## src/rtl/cv2_fifo.sv

```systemverilog
module cv2_fifo #(
  parameter int WIDTH = 8,
  parameter int DEPTH = 4
) (
  input  logic                       clk,
  input  logic                       rst,
  input  logic                       wr,
  input  logic [WIDTH-1:0]           wdata,
  input  logic                       rd,
  output logic [WIDTH-1:0]           rdata,
  output logic                       full,
  output logic                       empty,
  output logic [$clog2(DEPTH+1)-1:0] level
);
  localparam int AW = (DEPTH > 1) ? $clog2(DEPTH) : 1;
  localparam int LW = $clog2(DEPTH+1);

  logic [WIDTH-1:0] store [DEPTH];
  logic [AW-1:0]    wr_ptr;
  logic [AW-1:0]    rd_ptr;
  logic [LW-1:0]    count;
  logic             do_wr;
  logic             do_rd;

  assign full  = (count == LW'(DEPTH));
  assign empty = (count == '0);
  assign level = count;
  assign rdata = store[rd_ptr];
  assign do_wr = wr && !full;
  assign do_rd = rd && !empty;

  // Hold payload entries
  always_ff @(posedge clk) begin
    if (do_wr) begin
      store[wr_ptr] <= wdata;
    end
  end

  // Advance pointers and count
  always_ff @(posedge clk) begin
    if (rst) begin
      wr_ptr <= '0;
      rd_ptr <= '0;
      count  <= '0;
    end else begin
      if (do_wr) begin
        wr_ptr <= (wr_ptr == AW'(DEPTH-1)) ? '0 : wr_ptr + AW'(1);
      end
      if (do_rd) begin
        rd_ptr <= (rd_ptr == AW'(DEPTH-1)) ? '0 : rd_ptr + AW'(1);
      end
      if (do_wr && !do_rd) begin
        count <= count + LW'(1);
      end else if (do_rd && !do_wr) begin
        count <= count - LW'(1);
      end
    end
  end
endmodule

```

## config.mk

```make
export PLATFORM = sky130hd
export DESIGN_NAME = cv2_fifo
export DESIGN_NICKNAME = d
export VERILOG_FILES = /design/src/rtl/cv2_fifo.sv
export SDC_FILE = /design/constraint.sdc
export NUM_CORES = 1
export LEC_CHECK = 0
export ABC_AREA = 1
export BUFFER_PORTS_ARGS = -buffer_cell sky130_fd_sc_hd__buf_2
export CAP_MARGIN = 40
export CORE_UTILIZATION = 55
export CTS_CLUSTER_SIZE = 25
export DETAILED_ROUTE_END_ITERATION = 16
export PLACE_DENSITY = 0.83
export SYNTH_ARGS = -nofsm -noshare
export SYNTH_HDL_FRONTEND = slang
export SYNTH_SLANG_ARGS = --single-unit
```

## constraint.sdc

```tcl
create_clock -name clk -period 2.4 [get_ports clk]
set_input_delay 0.48 -clock clk [delete_from_list [all_inputs] [get_ports clk]]
set_output_delay 0.48 -clock clk [all_outputs]
set_load 0.02 [all_outputs]
```

Word-level counts from Yosys, hierarchy flattened
Memories as Yosys holds them, arrays and structs flattened. A register that Yosys moved wholly into a read port is not among the register bits. Index checks and enable logic that the tools add are counted.

Mux-type cells: 8. Reductions and logical operators: 10. Equal/unequal tests: 3. Add/subtract/negate cells: 4.

Operator list (count): $mux W2 (4); $mux W3 (2); $add A2 B1 Y2 const B (2); $eq A2 B2 Y1 const B (2); $logic_and A1 B1 Y1 (4); $logic_not A1 Y1 (4); $add A3 B1 Y3 const B (1); $eq A3 B3 Y1 const B (1); $logic_not A3 Y1 (1); $sub A3 B1 Y3 const B (1); $mux W1 (2); $reduce_bool A2 Y1 (1).

Flip-flop bits (word level): 7. Word-level logic and storage cells: 29. Memories kept: 1. Memory bits (writable): 32. Output and inout port bits: 13.

Memory list: store (words 4, width 8, read ports 1, clocked after memory_dff 1, write ports 1, RTL line 18) `logic [WIDTH-1:0] store [DEPTH];`.

Depth between registers and ports, before layout
Gate-level depths: netlist of run 1.

Word-level depth: 7. Gate-level depth with buffers: 13.

Worst setup path after synthesis of run 1
OpenSTA, ideal clock, no wires.

Kind: register to register. Start point: reg count[0] (netlist: level[0]). End point: reg count[2] (netlist: level[2]). Required time: 2.290 ns. Buffers on the path: 0. Setup time: 0.110 ns. Setup slack: 0.576 ns. Arrival time: 1.715 ns. Stages on the path, launching flop included: 14. Path through: dfxtp_1 > nor2_1 > nand2_1 > nand2_2 > inv_1 > ha_1 > inv_1 > fa_1 > inv_1 > nand2_1 > nand3_1 > nand2_1 > inv_1 > nor2_1.

Cells in the longest elaborated chain, start to end: 6.

RTL lines: start: declaration (RTL line 21) `logic [LW-1:0] count;`; start signal: assignment (RTL line 53) `count <= count + LW'(1);`; start signal: assignment (RTL line 55) `count <= count - LW'(1);`; $eq A3 B3 Y1 (*) (RTL line 25) `assign full = (count == LW'(DEPTH));`; $logic_not A1 Y1 (*) (RTL line 29) `assign do_wr = wr && !full;`; $logic_and A1 B1 Y1 (*) (RTL line 29); net do_wr (RTL line 22) `logic do_wr;`; $logic_not A1 Y1 (RTL line 54) `end else if (do_rd && !do_wr) begin`; $logic_and A1 B1 Y1 (RTL line 54); $reduce_bool A2 Y1 (no line).

The timed path passes the listed nets; every way through them passes the cells marked *. The select of a mux whose other input is x is not followed. A chain may end at the register's enable or synchronous reset.

==> flow_metrics.tcl, run 1 <==
set metrics [dict create \
    routedWlPerCell_um 14.4 \
    track_usage 0.219 \
    clk_latency_ps 360 \
    grt_setup_unrepaired "no" \
    worst_path_max_delay_cell "dfxtp_1" \
    viasPerCell 5.51 \
    synthCells 147 \
    rrSetupSlack_ps 450 \
    hold_viol 0 \
    violations "DRC" \
    synth-edff-count 32 \
    layout-drive-gt1-share 0.231 \
    drc 2 \
    slew_violations 0 \
    ys_ff_latch 41 \
    skew_ps 16.4 \
    setup_viol 0 \
    maxCapViolations 0 \
    finalCritPeriodShare 0.877 \
    ys_types 19 \
    crit_buf_inv 2 \
    tns_ps 0 \
    cp-start-kind "flip-flop" \
    chipWidth_um 57.5 \
    synth_area_per_cell_um2 11.5 \
    ys.flop_type "edfxtp_1" \
    cts_sinks 41 \
    synth_top_area_cell "edfxtp_1" \
    rr_startpoint "level[1]" \
    tightestPinTransition_ps 353 \
    grt_pass1_wl_mm 5.18 \
    fp.coreArea_um2 2830 \
    cts_max_level 2 \
    critPathMaxFanout 16 \
    antenna_found_initial 0 \
    seq_area_um2 1140 \
    gp_congestion 0.828 \
    hp-class "in -> reg" \
    cp-end-kind "output pin" \
    r2r_cells 9 \
    slew_headroom 0.764 \
    leakage_nw 0.815 \
    worstHoldEndpoint "level[0]" \
    rows 19 \
    hpwl_mm 2.18 \
    io_buffers 24 \
    syn_area_um2 1700 \
    worst_hold_path.num_cells 2 \
    die_area_um2 3310 \
    min_period_ps 2110 \
    postCtsSetupRepairBufs 0 \
    synth_nets 166 \
    start_util 0.600 \
    yosysMostFrequentCell "nor2_1" \
    grt_overflow 0 \
    cts_buffers 5 \
    critPathArrivalTime_ps 1630 \
    post-place-ws_ps 471 \
    critPathRequiredTime_ps 1920 \
    async_reset_ff_frac 0 \
    nFillCells 207 \
    r2r_end "level[1]" \
    vias 1174 \
    crit_family "flip-flops" \
    cts-hold-fix-buffers 0 \
    grt_pass1_vias 1190 \
    pin_count 25 \
    cellPowerDensity_nw_per_um2 1130 \
    final_nets 200 \
    ys_warn_count 0 \
    irDropWorstVdd_v 0.000859 \
    synthTopCellsByArea "edfxtp_1 (57%), dfxtp_1 (11%), nor2_1 (7.3%), ha_1 (4.4%), o21ai_0 (3.8%)" \
    yosysTopAreaCellShare 0.566 \
    clk_pin_slew_ps 120 \
    drtIter0Drc 50 \
    cts_buffer_depth 2 \
    cts_resized 0 \
    setup_slack_ps 294 \
    fp.dieH_um 57.5 \
    hold_start "rst" \
    cts_tree "yes" \
    synth.yosys.seq_area_share 0.673 \
    status "complete, but fails checks" \
    ant_nets 0 \
    synthTopCellsByCount "nor2_1 (33), edfxtp_1 (32), inv_1 (17), nand2_1 (13), o21ai_0 (13)" \
    max_stage_delay_ps 550 \
    path_cells "inv_2 -> o21ai_0 -> o22ai_1 -> buf_2" \
    clock.fmax_mhz 475 \
    worst-setup-path-type "reg -> out" \
    root_buffer "clkbuf_4" \
    drt_pre_antenna_iters 10 \
    wl_mm 3.07 \
    diodes 0 \
    grt_max_degree 17 \
    syn2layout_area_growth_pct 15.2 \
    multiInputGateArea_um2 465 \
]
-- through the flow --
step	total power, W	area (µm²)	hold WS (ps)	instances	utilization
CTS	0.00222	1950	278	213	0.691
global route	0.00234	1950	287	213	0.691
global placement	0.00171	1870	514	205	0.661
floorplan	0.00152	1700	483	147	-
finish	0.00220	1950	292	213	0.691
detailed placement	0.00177	1870	532	205	0.661
-- flip-flops by register name (all words and copies together) (netlist names), named ones only --
name and count:
level 3, rd_ptr 2, store 32, wr_ptr 2
-- routing by layer --
metal | vias to the layer above | part of all wire | global-route usage
met5 | - | 0 | 0
met4 | 0 | 0.027 | 0.115
met3 | 10 | 0.048 | 0.0726
met2 | 36 | 0.53 | 0.389
met1 | 560 | 0.39 | 0.228
li1 | 568 | - | -
-- kinds of logic (layout without fill, tap and decap cells) --
kind of cell	count (synthesis)	count (layout)	synth area share
buffers and inverters	20	55	0.0531
AOI/OAI and AO/OA	27	27	0.0922
and+or+nand+nor	51	51	0.121
adders and majority gates	7	7	0.0560
DFF	41	41	0.673
xor gates and xnor gates	1	1	0.00516
-- power breakdown --
part	internal [W]	switching, W
clock network	0.000221	0.000228
registers	0.000879	0.0000878
logic	0.000273	0.000513
-- worst max-delay path by stage --
stage                     endpoint  slack (ps)  cells past startpoint
after detailed placement  level[2]         470                     13
after global placement    level[1]         630                      9
after global routing      rdata[4]         170                      4
after floorplan           level[2]         580                     13
after CTS                 rdata[7]         300                      4
final                     rdata[4]         290                      4
-- worst reg2reg max path, delay by kind of cell, from the launching register on --
kind	cells	cell delay [ps]
adder cells (fa/ha/maj)	2	640
buffers and inverters	2	160
AO/OA/AOI/OAI	1	160
AND/OR/NAND/NOR	4	510
flip-flops	1	370
-- cells in the final DEF (no fill, tap or decap) --
| cell | instances |
|---|---|
| buf_4 | 5 |
| nand3b_1 | 2 |
| nand3_1 | 1 |
| buf_2 | 24 |
| fa_1 | 1 |
| a21oi_1 | 2 |
| clkinv_4 | 1 |
| clkinvlp_4 | 1 |
| inv_1 | 17 |
| nand4_1 | 1 |
| nand2_2 | 1 |
| xor2_1 | 1 |
| o22ai_1 | 8 |
| inv_2 | 1 |
| clkbuf_4 | 5 |
| dfxtp_1 | 9 |
| nand2_1 | 13 |
| nor2_1 | 33 |
| edfxtp_1 | 32 |
| ha_1 | 6 |
| o21ai_0 | 13 |
| bufinv_16 | 1 |
| o21ai_2 | 3 |
| o21ai_1 | 1 |
-- layout make-up --
| class | instances | share of cell area |
|---|---|---|
| clock inverter | 3 | 0.0237 |
| inverter | 18 | 0.0346 |
| tap | 31 | 0.0198 |
| timing repair buffer | 29 | 0.0807 |
| sequential | 41 | 0.584 |
| clock buffer | 5 | 0.0192 |
| multi-input combinational | 86 | 0.238 |
Power figures use the tool's default switching activity.
==> run 2: changes to the inputs <==
CORE_UTILIZATION = 50   (was 55)
PLACE_DENSITY = 0.8   (was 0.83)
clock period = 1.8 ns   (was 2.4 ns; I/O delays follow)
==> run 2 against run 1 <==
The run now ends clean. Cell count grew 8.0%. Hold slack lost 120 ps. Clock power increased by 61%. Critical path type unchanged. Critical endpoint is now rdata[2]. Highest routed layer unchanged.
==> flow_metrics.tcl, run 2 (same netlist as run 1, synthesis figures left out) <==
set metrics [dict create \
    routedWlPerCell_um 13.6 \
    clock.fmax_mhz 574 \
    antenna_found_initial 0 \
    clk_latency_ps 350 \
    final_cell_mix "nor2_1 (32), edfxtp_1 (32), buf_2 (22), inv_1 (15), o21ai_0 (12)" \
    maxCapViolations 0 \
    layout-drive-gt1-share 0.312 \
    start_util 0.542 \
    tightestPinTransition_ps 236 \
    hold_viol 0 \
    grt_pass1_vias 1049 \
    die_area_um2 3630 \
    syn2layout_area_growth_pct 22.1 \
    viasPerCell 5.01 \
    cts_sinks 41 \
    clk_pin_slew_ps 110 \
    setup_viol 0 \
    finalCritPeriodShare 0.967 \
    irDropWorstVdd_v 0.000885 \
    cellPowerDensity_nw_per_um2 1550 \
    slew_violations 0 \
    fp.coreArea_um2 3130 \
    skew_ps 3.39 \
    drtIter0Drc 30 \
    min_period_ps 1740 \
    cts_tree "yes" \
    grt_overflow 0 \
    finalPower_w 0.00321 \
    gp_congestion 0.682 \
    cts_buffers 5 \
    wl_mm 3.12 \
    tns_ps 0 \
    cts_max_level 2 \
    grt_setup_unrepaired "yes" \
    critPathRequiredTime_ps 1440 \
    chipWidth_um 60.3 \
    hpwl_mm 2.12 \
    cts_buffer_depth 2 \
    drt_pre_antenna_iters 5 \
    final_nets 204 \
    io_buffers 24 \
    critPathMaxFanout 9 \
    cts-hold-fix-buffers 0 \
    hp-class "in -> reg" \
    largest_reg_flops 32 \
    critPathArrivalTime_ps 1380 \
    grt_max_degree 17 \
    largest-register "store" \
    worst-setup-path-type "reg -> out" \
    leakage_nw 0.855 \
    root_buffer "clkbuf_4" \
    drc 0 \
    cp-end-kind "output pin" \
    nFillCells 234 \
    fp.dieH_um 60.3 \
    whs_ps 171 \
    vias 1153 \
    pin_count 25 \
    slew_headroom 0.843 \
    rows 20 \
    ant_nets 0 \
    track_usage 0.192 \
    grt_pass1_wl_mm 4.64 \
    diodes 0 \
    status "completed" \
    cp-start-kind "flip-flop" \
]
[run 2: cell count changes in the layout (fill, tap and decap cells not counted), moves of 2 or more]
| cell | before | now |
|---|---|---|
| buf_2 | 24 | 22 |
| nand2_1 | 13 | 10 |
| dfxtp_4 | 0 | 4 |
| buf_4 | 5 | 10 |
| inv_1 | 17 | 15 |
| dfxtp_1 | 9 | 5 |
| nand2_2 | 1 | 4 |
[run 2: worst max-delay path, stage by stage (launching register included)]
cell     delay [ps]
dfxtp_4         420
buf_6           150
o21ai_0          90
o22ai_1         200
buf_4           180
[run 2: report_power, final]
part / switching [W] / internal [W] / total (W)
Sequential: 0.000123 / 0.00119 / 0.00132
Clock: 0.000291 / 0.000430 / 0.000721
Combinational: 0.000722 / 0.000446 / 0.00117
Total: 0.00114 / 0.00207 / 0.00321
[run 2: final cells by class]
type                    instances  area [µm²]  share of cell area
clock buffers                   5        37.5              0.0181
clock inverters                 3        65.1              0.0314
multi-input cells              86         485               0.234
inverters                      18        75.1              0.0363
repair buffers                 33         196              0.0949
well taps                      44        55.1              0.0266
flip-flops and latches         41        1160               0.558
[run 2: what timing repair did]
action | 4_1_cts | 5_1_grt
setup buffers | 0 | 2
pin swaps | 0 | 1
endpoints found under the setup margin | 9 | 5
resized for setup | 9 | 13
[run 2: final timing paths]
check	slack, ps	endpoint	startpoint	depth (start not counted)
worst min-delay path	170	level[0]	rst	2
worst max register to register	90	level[1]	level[1]	9
worst max-delay path	60	rdata[2]	flip-flop	4
worst min register to register	530	flip-flop	rd_ptr[1]	2
[run 2: per-layer routing]
layer,track usage,vias up,share of wire
met5,0,-,0
met4,0.123,0,0.026
met3,0.0455,9,0.028
met2,0.320,23,0.53
met1,0.218,540,0.42
li1,-,581,-
[run 2: per-stage QoR]
step / cells / utilization / worst slack, ps / cell area (µm²)
after floorplan: 147 / - / 49.1 / 1700
after global placement: 220 / 0.609 / 91.5 / 1900
after detailed placement: 220 / 0.609 / -42.0 / 1900
after CTS: 228 / 0.647 / 12.7 / 2020
after global routing: 230 / 0.662 / -17.4 / 2070
final: 230 / 0.662 / 59.1 / 2070
