## src/rtl/cv2_pkg.sv

```systemverilog
package cv2_pkg;

  // Input command codes
  localparam logic CMD_PIXEL = 1'b0;
  localparam logic CMD_COEF  = 1'b1;

  // Configuration register indexes
  localparam logic [1:0] CFG_WIDTH  = 2'd0;
  localparam logic [1:0] CFG_HEIGHT = 2'd1;
  localparam logic [1:0] CFG_KSIZE  = 2'd2;

  // Default sizing
  localparam int DEF_MAX_K = 7;
  localparam int DEF_MAX_W = 1024;
  localparam int DEF_MAX_H = 1024;

  // Column field wide enough for any padded line the parameters allow
  localparam int COL_W = 14;

  // Queue depths (powers of two)
  localparam int IQ_DEPTH = 4;
  localparam int OQ_DEPTH = 8;

  localparam int PIX_W = 16;
  localparam int RES_W = 24;
  localparam int POS_W = 10;
  localparam int PROD_W = 2 * PIX_W;
  localparam int FRAC_SHIFT = 14;

  // One classified item handed from the front to the back
  typedef struct packed {
    logic                    is_pix;
    logic signed [PIX_W-1:0] data;
    logic [COL_W-1:0]        col;
    logic [5:0]              cidx;
    logic                    emit;
    logic                    last;
    logic [POS_W-1:0]        oy;
    logic [POS_W-1:0]        ox;
  } cv2_item_t;

  // One finished result beat
  typedef struct packed {
    logic signed [RES_W-1:0] result;
    logic [POS_W-1:0]        row;
    logic [POS_W-1:0]        col;
    logic                    last;
  } cv2_res_t;

endpackage

```

## src/rtl/cv2_front.sv

```systemverilog
module cv2_front #(
  parameter int MAX_K = 7,
  parameter int MAX_W = 1024,
  parameter int MAX_H = 1024
) (
  input  logic                     clk,
  input  logic                     rst,
  input  logic                     push,
  input  logic                     q_full,
  input  logic                     cmd,
  input  logic signed [15:0]       pixel,
  input  logic [5:0]               coef_index,
  input  logic signed [15:0]       coef_value,
  input  logic                     cfg_valid,
  input  logic [1:0]               cfg_index,
  input  logic [10:0]              cfg_data,
  output logic                     q_wr,
  output cv2_pkg::cv2_item_t       q_item,
  output logic [2:0]               ksize
);
  import cv2_pkg::*;

  localparam int WW = $clog2(MAX_W+1);
  localparam int HW = $clog2(MAX_H+1);
  localparam int CW = $clog2(MAX_W + 2*(MAX_K/2));
  localparam int RW = $clog2(MAX_H + 2*(MAX_K/2));
  localparam int W_RST = (MAX_W < 1024) ? MAX_W : 1024;
  localparam int H_RST = (MAX_H < 1024) ? MAX_H : 1024;
  localparam int K_RST = (MAX_K < 3) ? MAX_K : 3;
  localparam int K_TOP = (MAX_K < 7) ? MAX_K : 7;

  logic [WW-1:0] img_w;
  logic [HW-1:0] img_h;
  logic [2:0]    kern;
  logic [CW-1:0] in_col;
  logic [RW-1:0] in_row;
  logic [CW-1:0] in_col_next;
  logic [RW-1:0] in_row_next;
  logic [15:0]   c16, r16, k16, w16, h16, pw16, ph16, oy16, ox16;
  logic          emit;
  logic [2:0]    kv;

  assign ksize = kern;
  assign q_wr  = push && !q_full;
  assign kv    = cfg_data[2:0];

  // Work out the window position of this pixel
  always_comb begin
    c16  = 16'(in_col);
    r16  = 16'(in_row);
    k16  = 16'(kern);
    w16  = 16'(img_w);
    h16  = 16'(img_h);
    pw16 = w16 + 16'(kern[2:1]) * 16'd2;
    ph16 = h16 + 16'(kern[2:1]) * 16'd2;
    oy16 = r16 - (k16 - 16'd1);
    ox16 = c16 - (k16 - 16'd1);
    emit = (r16 >= k16 - 16'd1) && (c16 >= k16 - 16'd1) && (oy16 < h16) && (ox16 < w16);
    if (c16 + 16'd1 >= pw16) begin
      in_col_next = '0;
      in_row_next = (r16 + 16'd1 >= ph16) ? '0 : in_row + RW'(1);
    end else begin
      in_col_next = in_col + CW'(1);
      in_row_next = in_row;
    end
  end

  // Classify the beat
  always_comb begin
    q_item.is_pix = (cmd == CMD_PIXEL);
    q_item.data   = (cmd == CMD_PIXEL) ? pixel : coef_value;
    q_item.col    = COL_W'(in_col);
    q_item.cidx   = coef_index;
    q_item.emit   = (cmd == CMD_PIXEL) && emit;
    q_item.last   = (oy16 == h16 - 16'd1) && (ox16 == w16 - 16'd1);
    q_item.oy     = oy16[POS_W-1:0];
    q_item.ox     = ox16[POS_W-1:0];
  end

  // Hold configuration and frame position
  always_ff @(posedge clk) begin
    if (rst) begin
      img_w  <= WW'(W_RST);
      img_h  <= HW'(H_RST);
      kern   <= 3'(K_RST);
      in_col <= '0;
      in_row <= '0;
    end else if (cfg_valid) begin
      case (cfg_index)
        CFG_WIDTH: begin
          if (cfg_data == '0) img_w <= WW'(1);
          else if (32'(cfg_data) > 32'(MAX_W)) img_w <= WW'(MAX_W);
          else img_w <= WW'(cfg_data);
          in_col <= '0;
          in_row <= '0;
        end
        CFG_HEIGHT: begin
          if (cfg_data == '0) img_h <= HW'(1);
          else if (32'(cfg_data) > 32'(MAX_H)) img_h <= HW'(MAX_H);
          else img_h <= HW'(cfg_data);
          in_col <= '0;
          in_row <= '0;
        end
        CFG_KSIZE: begin
          if (kv == '0) kern <= 3'd1;
          else if (32'(kv) > 32'(K_TOP)) kern <= 3'(K_TOP);
          else kern <= kv;
          in_col <= '0;
          in_row <= '0;
        end
        default: begin
        end
      endcase
    end else if (q_wr && cmd == CMD_PIXEL) begin
      in_col <= in_col_next;
      in_row <= in_row_next;
    end
  end
endmodule

```

## config.mk

```make
export PLATFORM = sky130hd
export DESIGN_NAME = cv2_front
export DESIGN_NICKNAME = d
export VERILOG_FILES = /design/src/rtl/cv2_pkg.sv /design/src/rtl/cv2_front.sv
export SDC_FILE = /design/constraint.sdc
export NUM_CORES = 1
export LEC_CHECK = 0
export ABC_AREA = 1
export BUFFER_PORTS_ARGS = -buffer_cell sky130_fd_sc_hd__buf_2
export CAP_MARGIN = 10
export CORE_MARGIN = 5
export CORE_UTILIZATION = 35
export DETAILED_ROUTE_END_ITERATION = 16
export GPL_ROUTABILITY_DRIVEN = 0
export PLACE_DENSITY = 0.57
export SLEW_MARGIN = 20
export SYNTH_ARGS = -nofsm -noshare
export SYNTH_HDL_FRONTEND = slang
export SYNTH_SLANG_ARGS = --single-unit
```

## constraint.sdc

```tcl
create_clock -name clk -period 3.46 [get_ports clk]
set_input_delay 0.519 -clock clk [delete_from_list [all_inputs] [get_ports clk]]
set_output_delay 0.519 -clock clk [all_outputs]
set_load 0.02 [all_outputs]
```

Yosys cells after proc, flatten, opt, wreduce, memory -nomap -nowiden
Index checks and enable logic that the tools add are counted.

Flip-flop bits (word level): 47. Latch bits: 0. Memory bits (writable): 0. Bits in read-only memories: 0. Output and inout port bits: 63. Word-level logic and storage cells: 60. Memories: 0.

Add/sub/neg operators: 11. Multiply operators: 0. Div/mod/pow operators: 0. Order comparisons: 7. Equal/unequal tests: 5. Shifts and indexed selects: 0. Muxes and demuxes: 12. Bitwise operators: 1. Reduce and logical (&&, ||, !) cells: 19.

Operators by type and width (count): 11-bit two-way mux (10); 16-bit == test (2); 11-bit by 16-bit greater-or-equal comparator with 1-bit output (2); 16-bit by 11-bit less-than comparator with 1-bit output (2); 11-bit by 16-bit subtractor with 16-bit output (2); 11-bit by 1-bit adder with 12-bit output (second input constant) (2); 11-bit by 3-bit adder with 12-bit output (2); 12-bit greater-or-equal comparator (2); 11-bit by 1-bit subtractor with 12-bit output (second input constant) (2); 11-bit by 1-bit adder with 11-bit output (second input constant) (2); 16-bit two-way mux (1); 11-bit > comparator (second input constant) (1); 11-bit zero test (1); 2-bit AND reduction (4); 1-bit logical AND (7); 2-bit nonzero test (2); 3-bit by 1-bit subtractor with 4-bit output (second input constant) (1); 3-bit zero test (1); 3-bit two-way mux (1); 3-bit AND reduction (1); 3-bit OR reduction (1); 2-bit by 1-bit == test with 1-bit output (second input constant) (1); 2-bit == test (second input constant) (1); 2-bit zero test (1); 3 further kinds (3).

Longest topological paths before layout
Gate-level depths: netlist of run 1.

Depth in word-level cells: 6. Depth in mapped cells: 22. Gate-level depth less buffers: 22.

Worst setup path before layout of run 1
Ideal clock, no wire load.

Path type: reg-to-output. Start point: register kern[2], in the netlist ksize[2]. End point: output q_item[21] (netlist bit). Arrival time: 3.635 ns. Slack: -0.694 ns. Stages on the path, launching flop included: 19. Path buffers: 1. Cells stage by stage: dfxtp_1 > nor3_1 > bufinv_8 > ha_1 > buf_4 > a21oi_1 > inv_1 > a31oi_1 > nand2_1 > nand2_1 > nand2_1 > ha_1 > a21oi_1 > o21ai_0 > o211ai_1 > nand3b_1 > a21oi_1 > nand3b_1 > nor2_1.

RTL lines: start, declared (line cv2_front.sv:34) `logic [2:0] kern;`; start signal, assigned (line cv2_front.sv:85) `kern <= 3'(K_RST);`; start signal, assigned (line cv2_front.sv:106) `else if (32'(kv) > 32'(K_TOP)) kern <= 3'(K_TOP);`; start signal, assigned (line cv2_front.sv:107) `else kern <= kv;`; end, declared (line cv2_front.sv:18) `output cv2_pkg::cv2_item_t q_item,`.

==> run summary, run 1 <==
In this run switching power makes up 38.53% of total power. 120 I/O pins were placed. Instance count along the most critical hold path: 3. The worst-margin pin slew works out to 1.009 ns. Counting tap cells, the placed design contains a total of 1,431 instances. The floorplan step defined a die boundary enclosing 20,560 µm². The number of sinks driven by the clock tree came out at 47. The detail-routed via count per cell came out at 4.876.

For the maximum number of pins on one net before global-route repair, the log shows 30. Hold repair after CTS inserted 0 buffers. In this run the most critical hold path is launched from cfg_data[1]. The pre-CTS setup slack came out at -0.1759 ns. Counting flops and latches in the post-synthesis netlist gives 47. The tools report the number of hold-slack violations in the final timing report as 0. The cell with the biggest individual delay on the critical path is sky130_fd_sc_hd__dfxtp_4. The startpoint kind of the worst setup timing path was a flip-flop.

Number of antenna violations at the first check in global routing: 0. On the worst path, the slowest cell contributes a delay of 0.36 ns. The unique cell type count in the Yosys netlist is 46, and the fraction of power consumed by combinational cells is 46.3%. The highest net fanout along the worst path was 8. For the final core utilization, the log shows 50.24%.

The most common cell after layout, fill and taps aside was sky130_fd_sc_hd__nand2_1. At the worst endpoint, the required time is 2.94 ns. The worst path in the final design needs a cycle of 3.739 ns, including I/O delays and setup. The first detailed-routing pass took 7 iterations.

The routed layout has 7,105 vias. The final reports fail on negative setup slack. Traced cell by cell, the critical path runs through nor3_4 -> bufinv_8 -> ha_4 -> buf_6 -> buf_4 -> a31oi_4 -> nand2_2 -> nand2_2 -> nand2_4 -> ha_4 -> a21oi_2 -> o21ai_1 -> o211ai_1 -> nand3b_1 -> a21oi_2 -> nand3b_1 -> nor2_4 -> buf_6. The die is 143.4 µm tall. On the critical path the largest part of the delay comes from simple AND/OR/NAND/NOR gates. The number of input and output port buffers inserted was 104.

The highest achievable clock rate is 0.2674 GHz, and the global router's overall resource usage is 20.01%. For this block, the initial DRC count from the detailed router was 342. After detailed routing, the average wire length per cell comes to 14.46 µm. Cell internal power was estimated by the tool at 1.304 mW.

The root buffer cell is sky130_fd_sc_hd__clkbuf_16. The static power due to leakage is 4.558 nW. The fraction of layout instances using a drive strength above 1 was 33.60%; the number of buffer and inverter instances along the worst setup path was 4. In the final design database the tool counted 1,368 nets.

The first global-routing pass estimated 32.89 mm of wire. The tools report the max-slew violation count as 0. The mean instance size in the synthesized netlist is 6.245 µm².

The tools report the maximum number of buffers from clock root to sink as 2. IR analysis of the VDD net gives a maximum drop of 0.0002592 V. The number of antenna diodes in the final layout is 0.

The starting density of the core was 35.87%. The finished layout holds 1,457 standard cells, fillers aside. Setup repair after global routing could not meet its margin everywhere. The number of flops mapped to enable cells by yosys works out to 0. Yosys printed 0 warnings. The headroom to the max-slew limit is 32.36%, and the total CTS buffers is 5.

Registers are responsible for 27.5% of the overall power. In this run, the clock network consumes 26.2% of the power. The worst register-to-register path has a setup slack of 0.13 ns. The cell count after synthesis was 997; the area of the placeable core was 17,360 µm². Max-cap violations in this run came to 0. In the routed design, unresolved DRC markers number 0. Row generation in the floorplan step produced 48 rows. Sequential elements use 15.11% of the synthesized area.

The synthesized cell area came out at 6226 µm². In this run the power spent charging and discharging nets is 0.8177 mW. The worst setup path is captured at an output port.

The proportion of register bits with asynchronous set or reset after synthesis was 0%. The flow ran to the end, but the final reports show violations. The worst register-to-register path begins at ksize[2].

After layout, the worst path uses 108.1% of the clock period. The number of global-route vias before repair came out at 6,603. CTS built an H-tree with a depth of 2. On the final layout, the worst clock skew is 0.007312 ns.

Measured in cells, the most critical reg-to-reg path has a length of 19. Dividing total power by cell area gives a power density of 243.4 nW/µm². In this run the critical register-to-register path is captured at in_row[3]. The min-delay analysis places its worst path in the category input pin to flip-flop.

In the layout the commonest cells are 234 x sky130_fd_sc_hd__nand2_1, 148 x sky130_fd_sc_hd__buf_4, 122 x sky130_fd_sc_hd__inv_1, 102 x sky130_fd_sc_hd__buf_2, 80 x sky130_fd_sc_hd__nand3_1. Data on the critical path arrives at its endpoint at 3.22 ns. TritonCTS built the clock tree. For the final-layout setup total negative slack, the log shows -0.4663 ns.

For the number of nets with antenna violations after routing, the log shows 0. The sink of the worst hold path was ksize[1]. After global routing the overflow that remains totals 0. The final worst-path setup slack is -0.2791 ns, and the clock edge transition at the registers on the reported setup and hold paths is 0.07 ns. The tools report the insertion delay to the later sink of the worst-skew pair as 0.29 ns.

The setup path with the least slack is of type flip-flop to output port. Wires add up to 21.07 mm. The HPWL after detailed placement is 17.55 mm. The total power after layout is 2.122 mW. The most used flip-flop cell after synthesis is sky130_fd_sc_hd__dfxtp_1.

The number of endpoints failing setup at the final stage is 2, and the die boundary width is 143.4 µm. The area added between synthesis and finish is 40.05%.
[cell type report]
cell class,instances,area [µm²]
clock buffers,7,132.6
inverters,143,561.8
repair inverters,1,6.256
flip-flops and latches,47,952.2
clock inverters,1,30.03
repair buffers,254,1675
multi-input cells,779,5080
well taps,225,281.5
fillers,1786,8637
[cell usage after synthesis (3+ instances only)]
library cell | n | area (µm²)
sky130_fd_sc_hd__nand2_1 | 258 | 968.4
sky130_fd_sc_hd__ha_1 | 78 | 975.9
sky130_fd_sc_hd__nor2_1 | 71 | 266.5
sky130_fd_sc_hd__xnor2_1 | 4 | 35.03
sky130_fd_sc_hd__o21ai_1 | 3 | 15.01
sky130_fd_sc_hd__buf_4 | 10 | 75.07
sky130_fd_sc_hd__o21ai_0 | 49 | 245.2
sky130_fd_sc_hd__inv_2 | 5 | 18.77
sky130_fd_sc_hd__a31oi_1 | 3 | 18.77
sky130_fd_sc_hd__nand2_4 | 13 | 146.4
sky130_fd_sc_hd__nor3_1 | 16 | 80.08
sky130_fd_sc_hd__nand2_2 | 14 | 87.58
sky130_fd_sc_hd__nor3b_1 | 4 | 30.03
sky130_fd_sc_hd__xor2_1 | 45 | 394.1
sky130_fd_sc_hd__nand4_1 | 11 | 68.82
sky130_fd_sc_hd__o211ai_1 | 8 | 60.06
sky130_fd_sc_hd__inv_1 | 135 | 506.7
sky130_fd_sc_hd__clkbuf_1 | 16 | 60.06
sky130_fd_sc_hd__nor3_2 | 3 | 30.03
sky130_fd_sc_hd__nand3_2 | 6 | 60.06
sky130_fd_sc_hd__nand3_1 | 92 | 460.4
sky130_fd_sc_hd__nand3b_1 | 10 | 75.07
sky130_fd_sc_hd__dfxtp_1 | 47 | 940.9
sky130_fd_sc_hd__a21oi_1 | 65 | 325.3
[power by group through the flow]
stage | clock network (mW) | registers [mW] | logic (mW)
finish | 0.555 | 0.584 | 0.983
global route | 0.586 | 0.586 | 1.09
CTS | 0.566 | 0.583 | 0.959
detailed placement | 0 | 0.596 | 0.926
global placement | 0 | 0.596 | 0.920
floorplan | 0 | 0.591 | 0.577
[kinds of logic (layout without fill, tap and decap cells)]
kind of cell / after synthesis / count (layout) / share of synthesized area [%]
xor gates and xnor gates: 49 / 49 / 6.893
adders and majority gates: 80 / 80 / 16.32
and+or+nand+nor: 508 / 508 / 37.98
buffers and inverters: 173 / 406 / 11.50
AOI/OAI and AO/OA: 139 / 139 / 12.14
DFF: 47 / 47 / 15.11
other: 1 / 3 / 0.06023
[registers in the layout, summed over array words and instances (netlist names)]
register and count:
ksize 3, in_col 11, in_row 11, img_w 11, img_h 11
[metal layers]
metal / track usage, % / routed length (µm) / share of wire [%] / vias to the layer above
li1: - / - / - / 3710
met1: 27.73 / 10000 / 47 / 3210
met2: 34.06 / 9676 / 46 / 168
met3: 1.730 / 1106 / 5.2 / 17
met4: 4.163 / 288 / 1.4 / 0
met5: 0 / 0 / 0 / -
[worst reg2reg max path: stages (launching register included)]
cell                       delay, ns
sky130_fd_sc_hd__dfxtp_4        0.35
sky130_fd_sc_hd__buf_4          0.19
sky130_fd_sc_hd__ha_1           0.30
sky130_fd_sc_hd__a21oi_1        0.07
sky130_fd_sc_hd__nor2_1         0.11
sky130_fd_sc_hd__nand2_1        0.10
sky130_fd_sc_hd__nor2_2         0.12
sky130_fd_sc_hd__nand3_1        0.12
sky130_fd_sc_hd__nor3_2         0.16
sky130_fd_sc_hd__xor2_1         0.20
sky130_fd_sc_hd__ha_1           0.25
sky130_fd_sc_hd__nand2_1        0.08
sky130_fd_sc_hd__nor2_1         0.08
sky130_fd_sc_hd__and3_1         0.18
sky130_fd_sc_hd__a311oi_2       0.25
sky130_fd_sc_hd__nand2_1        0.16
sky130_fd_sc_hd__nand2_1        0.11
sky130_fd_sc_hd__nand2_1        0.09
sky130_fd_sc_hd__buf_4          0.18
sky130_fd_sc_hd__o21ai_0        0.15
[metrics by stage]
| stage | area, µm² | hold slack (ns) |
|---|---|---|
| 5_1_grt | 8720 | 0.5012 |
| 3_5_place_dp | 8044 | 0.5101 |
| 3_3_place_gp | 8044 | 0.5081 |
| 2_1_floorplan | 6397 | 0.4925 |
| 4_1_cts | 8511 | 0.4889 |
| 6_report | 8720 | 0.5121 |
[timing repair]
item                       CTS  global route
setup endpoints to repair   12            24
gates cloned                 1             0
resized for setup           51            50
setup buffers               14             3
pin swaps                   34            33
[worst max-delay path by stage]
stage / startpoint / to / cells after the start
floorplan: ksize[2] / q_item[21] / 19
CTS: ksize[2] / q_item[21] / 19
global route: ksize[1] / q_item[21] / 20
global placement: ksize[0] / q_item[21] / 22
detailed placement: ksize[0] / q_item[21] / 22
finish: ksize[1] / q_item[21] / 18
Note: power is estimated with default switching activity, not from simulation.
==> inputs of run 2 (changes only) <==
==> constraint.sdc (replaced) <==
create_clock -name clk -period 3.46 [get_ports clk]
set_input_delay 0.173 -clock clk [delete_from_list [all_inputs] [get_ports clk]]
set_output_delay 0.173 -clock clk [all_outputs]
set_load 0.02 [all_outputs]
==> run summary, run 2 (synthesized netlist as in run 1, its figures left out) <==
The final global-route overflow total was 0 (unchanged). The logs give 5 (unchanged) for the total CTS buffers and 0.17 ns (was 0.13 ns) for the flop-to-flop setup slack. The total number of vias was 6,875 (was 7,105). The worst-margin pin slew is 0.7557 ns (was 1.009 ns), and the number of antenna violations at the first check in global routing is 0 (unchanged). The root buffer cell was sky130_fd_sc_hd__clkbuf_16 (unchanged). The headroom to the max-slew limit was 49.56% (was 32.36%).

The max-slew violation count is 0 (unchanged), and the detail-routed via count per cell is 5.007 (was 4.876). For the total number of placement rows, the log shows 48 (unchanged). The instance count along the most critical hold path was 3 (unchanged); the fraction of layout instances using a drive strength above 1 was 28.83% (was 33.60%).

The tools report the number of design-rule violations left by the first detailed-router iteration as 409 (was 342). The fill cell instance count of the final layout was 1,787 (was 1,786). The final core utilization was 47.11% (was 50.24%); the average detailed-routed wire length per instance was 14.91 µm (was 14.46 µm). The worst IR drop on VDD is 0.0002980 V (was 0.0002592 V). The logs give 0 ns (was -0.4663 ns) for the final-layout setup total negative slack and 16.71 mm (was 17.55 mm) for the total half-perimeter wirelength after legalization and detailed placement. For the total power after layout, the log shows 2.039 mW (was 2.122 mW).

The clock edge transition at the registers on the reported setup and hold paths is 0.07 ns (about the same). Number of endpoints failing setup at the final stage: 0 (was 2). The ratio of total power to cell area is 249.3 nW/µm² (was 243.4 nW/µm²), and the area of the placeable core is 17,360 µm² (unchanged). The area added between synthesis and finish was 31.33% (was 40.05%). The die boundary width is 143.4 µm (unchanged), and the number of cells in the finished layout apart from fillers is 1,373 (was 1,457).

The starting density of the core is 35.87% (unchanged). DRC violation count after routing: 0 (unchanged). The number of input and output port buffers inserted is 104 (unchanged).

The logs give 2 (unchanged) for the number of H-tree levels and 0 (unchanged) for the antenna diode count. The maximum number of buffers from clock root to sink came out at 2 (unchanged). The tools report the startpoint kind of the worst setup timing path as a flip-flop (unchanged). The minimum clock period after layout came out at 3.359 ns (was 3.739 ns).

The wire length of the first global-routing pass was 30.71 mm (was 32.89 mm). TritonCTS built the clock tree. The logs give 7193 µm² (was 8044 µm²) for the cell area reported after detailed placement and 8177 µm² (was 8720 µm²) for the design area. The highest net fanout along the worst path was 6 (was 8). Static power due to leakage: 4.180 nW (was 4.558 nW). The sink of the worst hold path was ksize[2] (was ksize[1]). For the count of maximum capacitance violations, the log shows 0 (unchanged). Commonest non-fill, non-tap cells in the layout: 231 x sky130_fd_sc_hd__nand2_1, 126 x sky130_fd_sc_hd__inv_1, 102 x sky130_fd_sc_hd__buf_2, 83 x sky130_fd_sc_hd__nand3_1, 63 x sky130_fd_sc_hd__buf_4 (was 234 x sky130_fd_sc_hd__nand2_1, 148 x sky130_fd_sc_hd__buf_4, 122 x sky130_fd_sc_hd__inv_1, 102 x sky130_fd_sc_hd__buf_2, 80 x sky130_fd_sc_hd__nand3_1).

The run gives 0.29 ns (about the same) as the insertion delay to the later sink of the worst-skew pair. The tools report the startpoint of the lowest-slack hold path as cfg_data[2] (was cfg_data[1]). The logs give 0 (unchanged) for the number of hold-slack violations in the final timing report and 6,020 (was 6,603) for the number of global-route vias before repair. The area of the die came out at 20,560 µm² (unchanged).

The tools report the category of the worst setup path capture point as an output port (unchanged). The highest achievable clock rate came out at 0.2977 GHz (was 0.2674 GHz). The vertical die dimension was 143.4 µm (unchanged). Type of the tightest min-delay check: input pin to flip-flop (unchanged).

Worst flop-to-flop path startpoint: ksize[1] (was ksize[2]). Arrival time of the worst setup path: 3.19 ns (was 3.22 ns). The post-route fraction of the period consumed by the critical path is 97.08% (was 108.1%), and the maximum number of pins on one net before global-route repair is 30 (unchanged).

Number of placed I/O pins: 120 (unchanged). Count of cells along the worst register-to-register path: 19 (unchanged). The final net count came out at 1,285 (was 1,368). The worst reg2reg path endpoint was in_col[0] (was in_row[3]). Setup repair after global routing could not meet its margin everywhere. The number of nets with antenna violations after routing came out at 0 (unchanged). For the wire length reported by the detailed router, the log shows 20.47 mm (was 21.07 mm). The flow ran to the end, and the final reports show no timing, DRC or antenna violations.

For the worst clock skew on the final layout, the log shows 0.007760 ns (was 0.007312 ns). The run gives 3.29 ns (was 2.94 ns) as the data required time of the critical path. The run gives 1,337 (was 1,431) as the total placed cells including tap cells. The logs give 5 (was 7) for the count of TritonRoute iterations in the first routing pass and 47 (unchanged) for the number of sinks driven by the clock tree. For the global router's overall resource usage, the log shows 18.81% (was 20.01%).

The critical path class was flip-flop to output port (unchanged). Most common cell after layout, fill and taps aside: sky130_fd_sc_hd__nand2_1 (unchanged).
==> run 2: changes by cell type in the layout (fill, tap and decap cells not counted), moves of 2 or more <==
| cell | before | now |
|---|---|---|
| sky130_fd_sc_hd__buf_4 | 148 | 63 |
| sky130_fd_sc_hd__ha_1 | 63 | 57 |
| sky130_fd_sc_hd__ha_4 | 13 | 19 |
| sky130_fd_sc_hd__a21oi_2 | 12 | 8 |
| sky130_fd_sc_hd__inv_1 | 122 | 126 |
| sky130_fd_sc_hd__a21oi_1 | 52 | 55 |
| sky130_fd_sc_hd__inv_2 | 16 | 13 |
| sky130_fd_sc_hd__nand2_1 | 234 | 231 |
| sky130_fd_sc_hd__nand2_2 | 37 | 40 |
| sky130_fd_sc_hd__nand3_1 | 80 | 83 |
| sky130_fd_sc_hd__inv_4 | 2 | 0 |
| sky130_fd_sc_hd__nand3_2 | 16 | 14 |
| sky130_fd_sc_hd__nor3_2 | 5 | 3 |
==> run 2: final cells by class <==
type,instances,area [µm²],area share [%]
Clock buffer,6,128.9,1.576
Timing Repair inverter,1,8.758,0.1071
Timing Repair Buffer,171,1064,13.01
Tap cell,225,281.5,3.443
Multi-Input combinational cell,779,5152,63.01
Clock inverter,1,30.03,0.3673
Inverter,143,559.3,6.840
Sequential cell,47,952.2,11.64
==> run 2: per-stage QoR <==
stage	setup WS (ns)	hold WS [ns]
final	0.1010	0.1415
after floorplan	0.03742	0.2931
after detailed placement	0.001793	0.3461
after CTS	0.003846	0.1323
after global placement	0.01654	0.3461
after global routing	-0.1371	0.1510
==> run 2: how the worst max path moves through the flow <==
| stage | slack [ns] | depth (start not counted) | endpoint | start |
|---|---|---|---|---|
| finish | 0.10 | 20 | q_item[21] | ksize[0] |
| detailed placement | 0.002 | 18 | q_item[21] | ksize[0] |
| CTS | 0.004 | 16 | q_item[21] | ksize[1] |
| global placement | 0.02 | 18 | q_item[21] | ksize[0] |
| global route | -0.14 | 20 | q_item[21] | ksize[0] |
| floorplan | 0.04 | 18 | q_item[21] | ksize[2] |
==> run 2: what timing repair did <==
action | CTS | global route
resized for setup | 32 | 99
buffers inserted | 10 | 18
gates cloned | 1 | 0
pin swaps | 8 | 46
hold buffers | 0 | 0
endpoints found under the setup margin | 1 | 24
==> run 2: critical path, cell delays in order (launching register included) <==
cell,delay (ns)
sky130_fd_sc_hd__dfxtp_4,0.36
sky130_fd_sc_hd__nor3_4,0.21
sky130_fd_sc_hd__buf_6,0.14
sky130_fd_sc_hd__inv_6,0.07
sky130_fd_sc_hd__ha_4,0.29
sky130_fd_sc_hd__inv_1,0.07
sky130_fd_sc_hd__o21ai_2,0.22
sky130_fd_sc_hd__or2_4,0.18
sky130_fd_sc_hd__nand3_2,0.09
sky130_fd_sc_hd__nand2_2,0.10
sky130_fd_sc_hd__ha_4,0.20
sky130_fd_sc_hd__nand2_2,0.06
sky130_fd_sc_hd__inv_1,0.05
sky130_fd_sc_hd__nand3_2,0.05
sky130_fd_sc_hd__a21oi_2,0.04
sky130_fd_sc_hd__o211ai_1,0.18
sky130_fd_sc_hd__nand3b_1,0.12
sky130_fd_sc_hd__a21oi_2,0.12
sky130_fd_sc_hd__nand3b_1,0.10
sky130_fd_sc_hd__nor2_2,0.12
sky130_fd_sc_hd__buf_6,0.12
==> run 2: power breakdown <==
| group | switching, mW | internal, mW |
|---|---|---|
| logic | 0.563 | 0.348 |
| registers | 0.0256 | 0.557 |
| clock network | 0.207 | 0.338 |
==> run 2: layer usage <==
metal | track usage, % | vias up | routed length [µm]
li1 | - | 3540 | -
met3 | 1.930 | 31 | 1185
met4 | 4.955 | 0 | 547
met5 | 0 | - | 0
met2 | 30.47 | 206 | 8946
met1 | 26.72 | 3098 | 9795
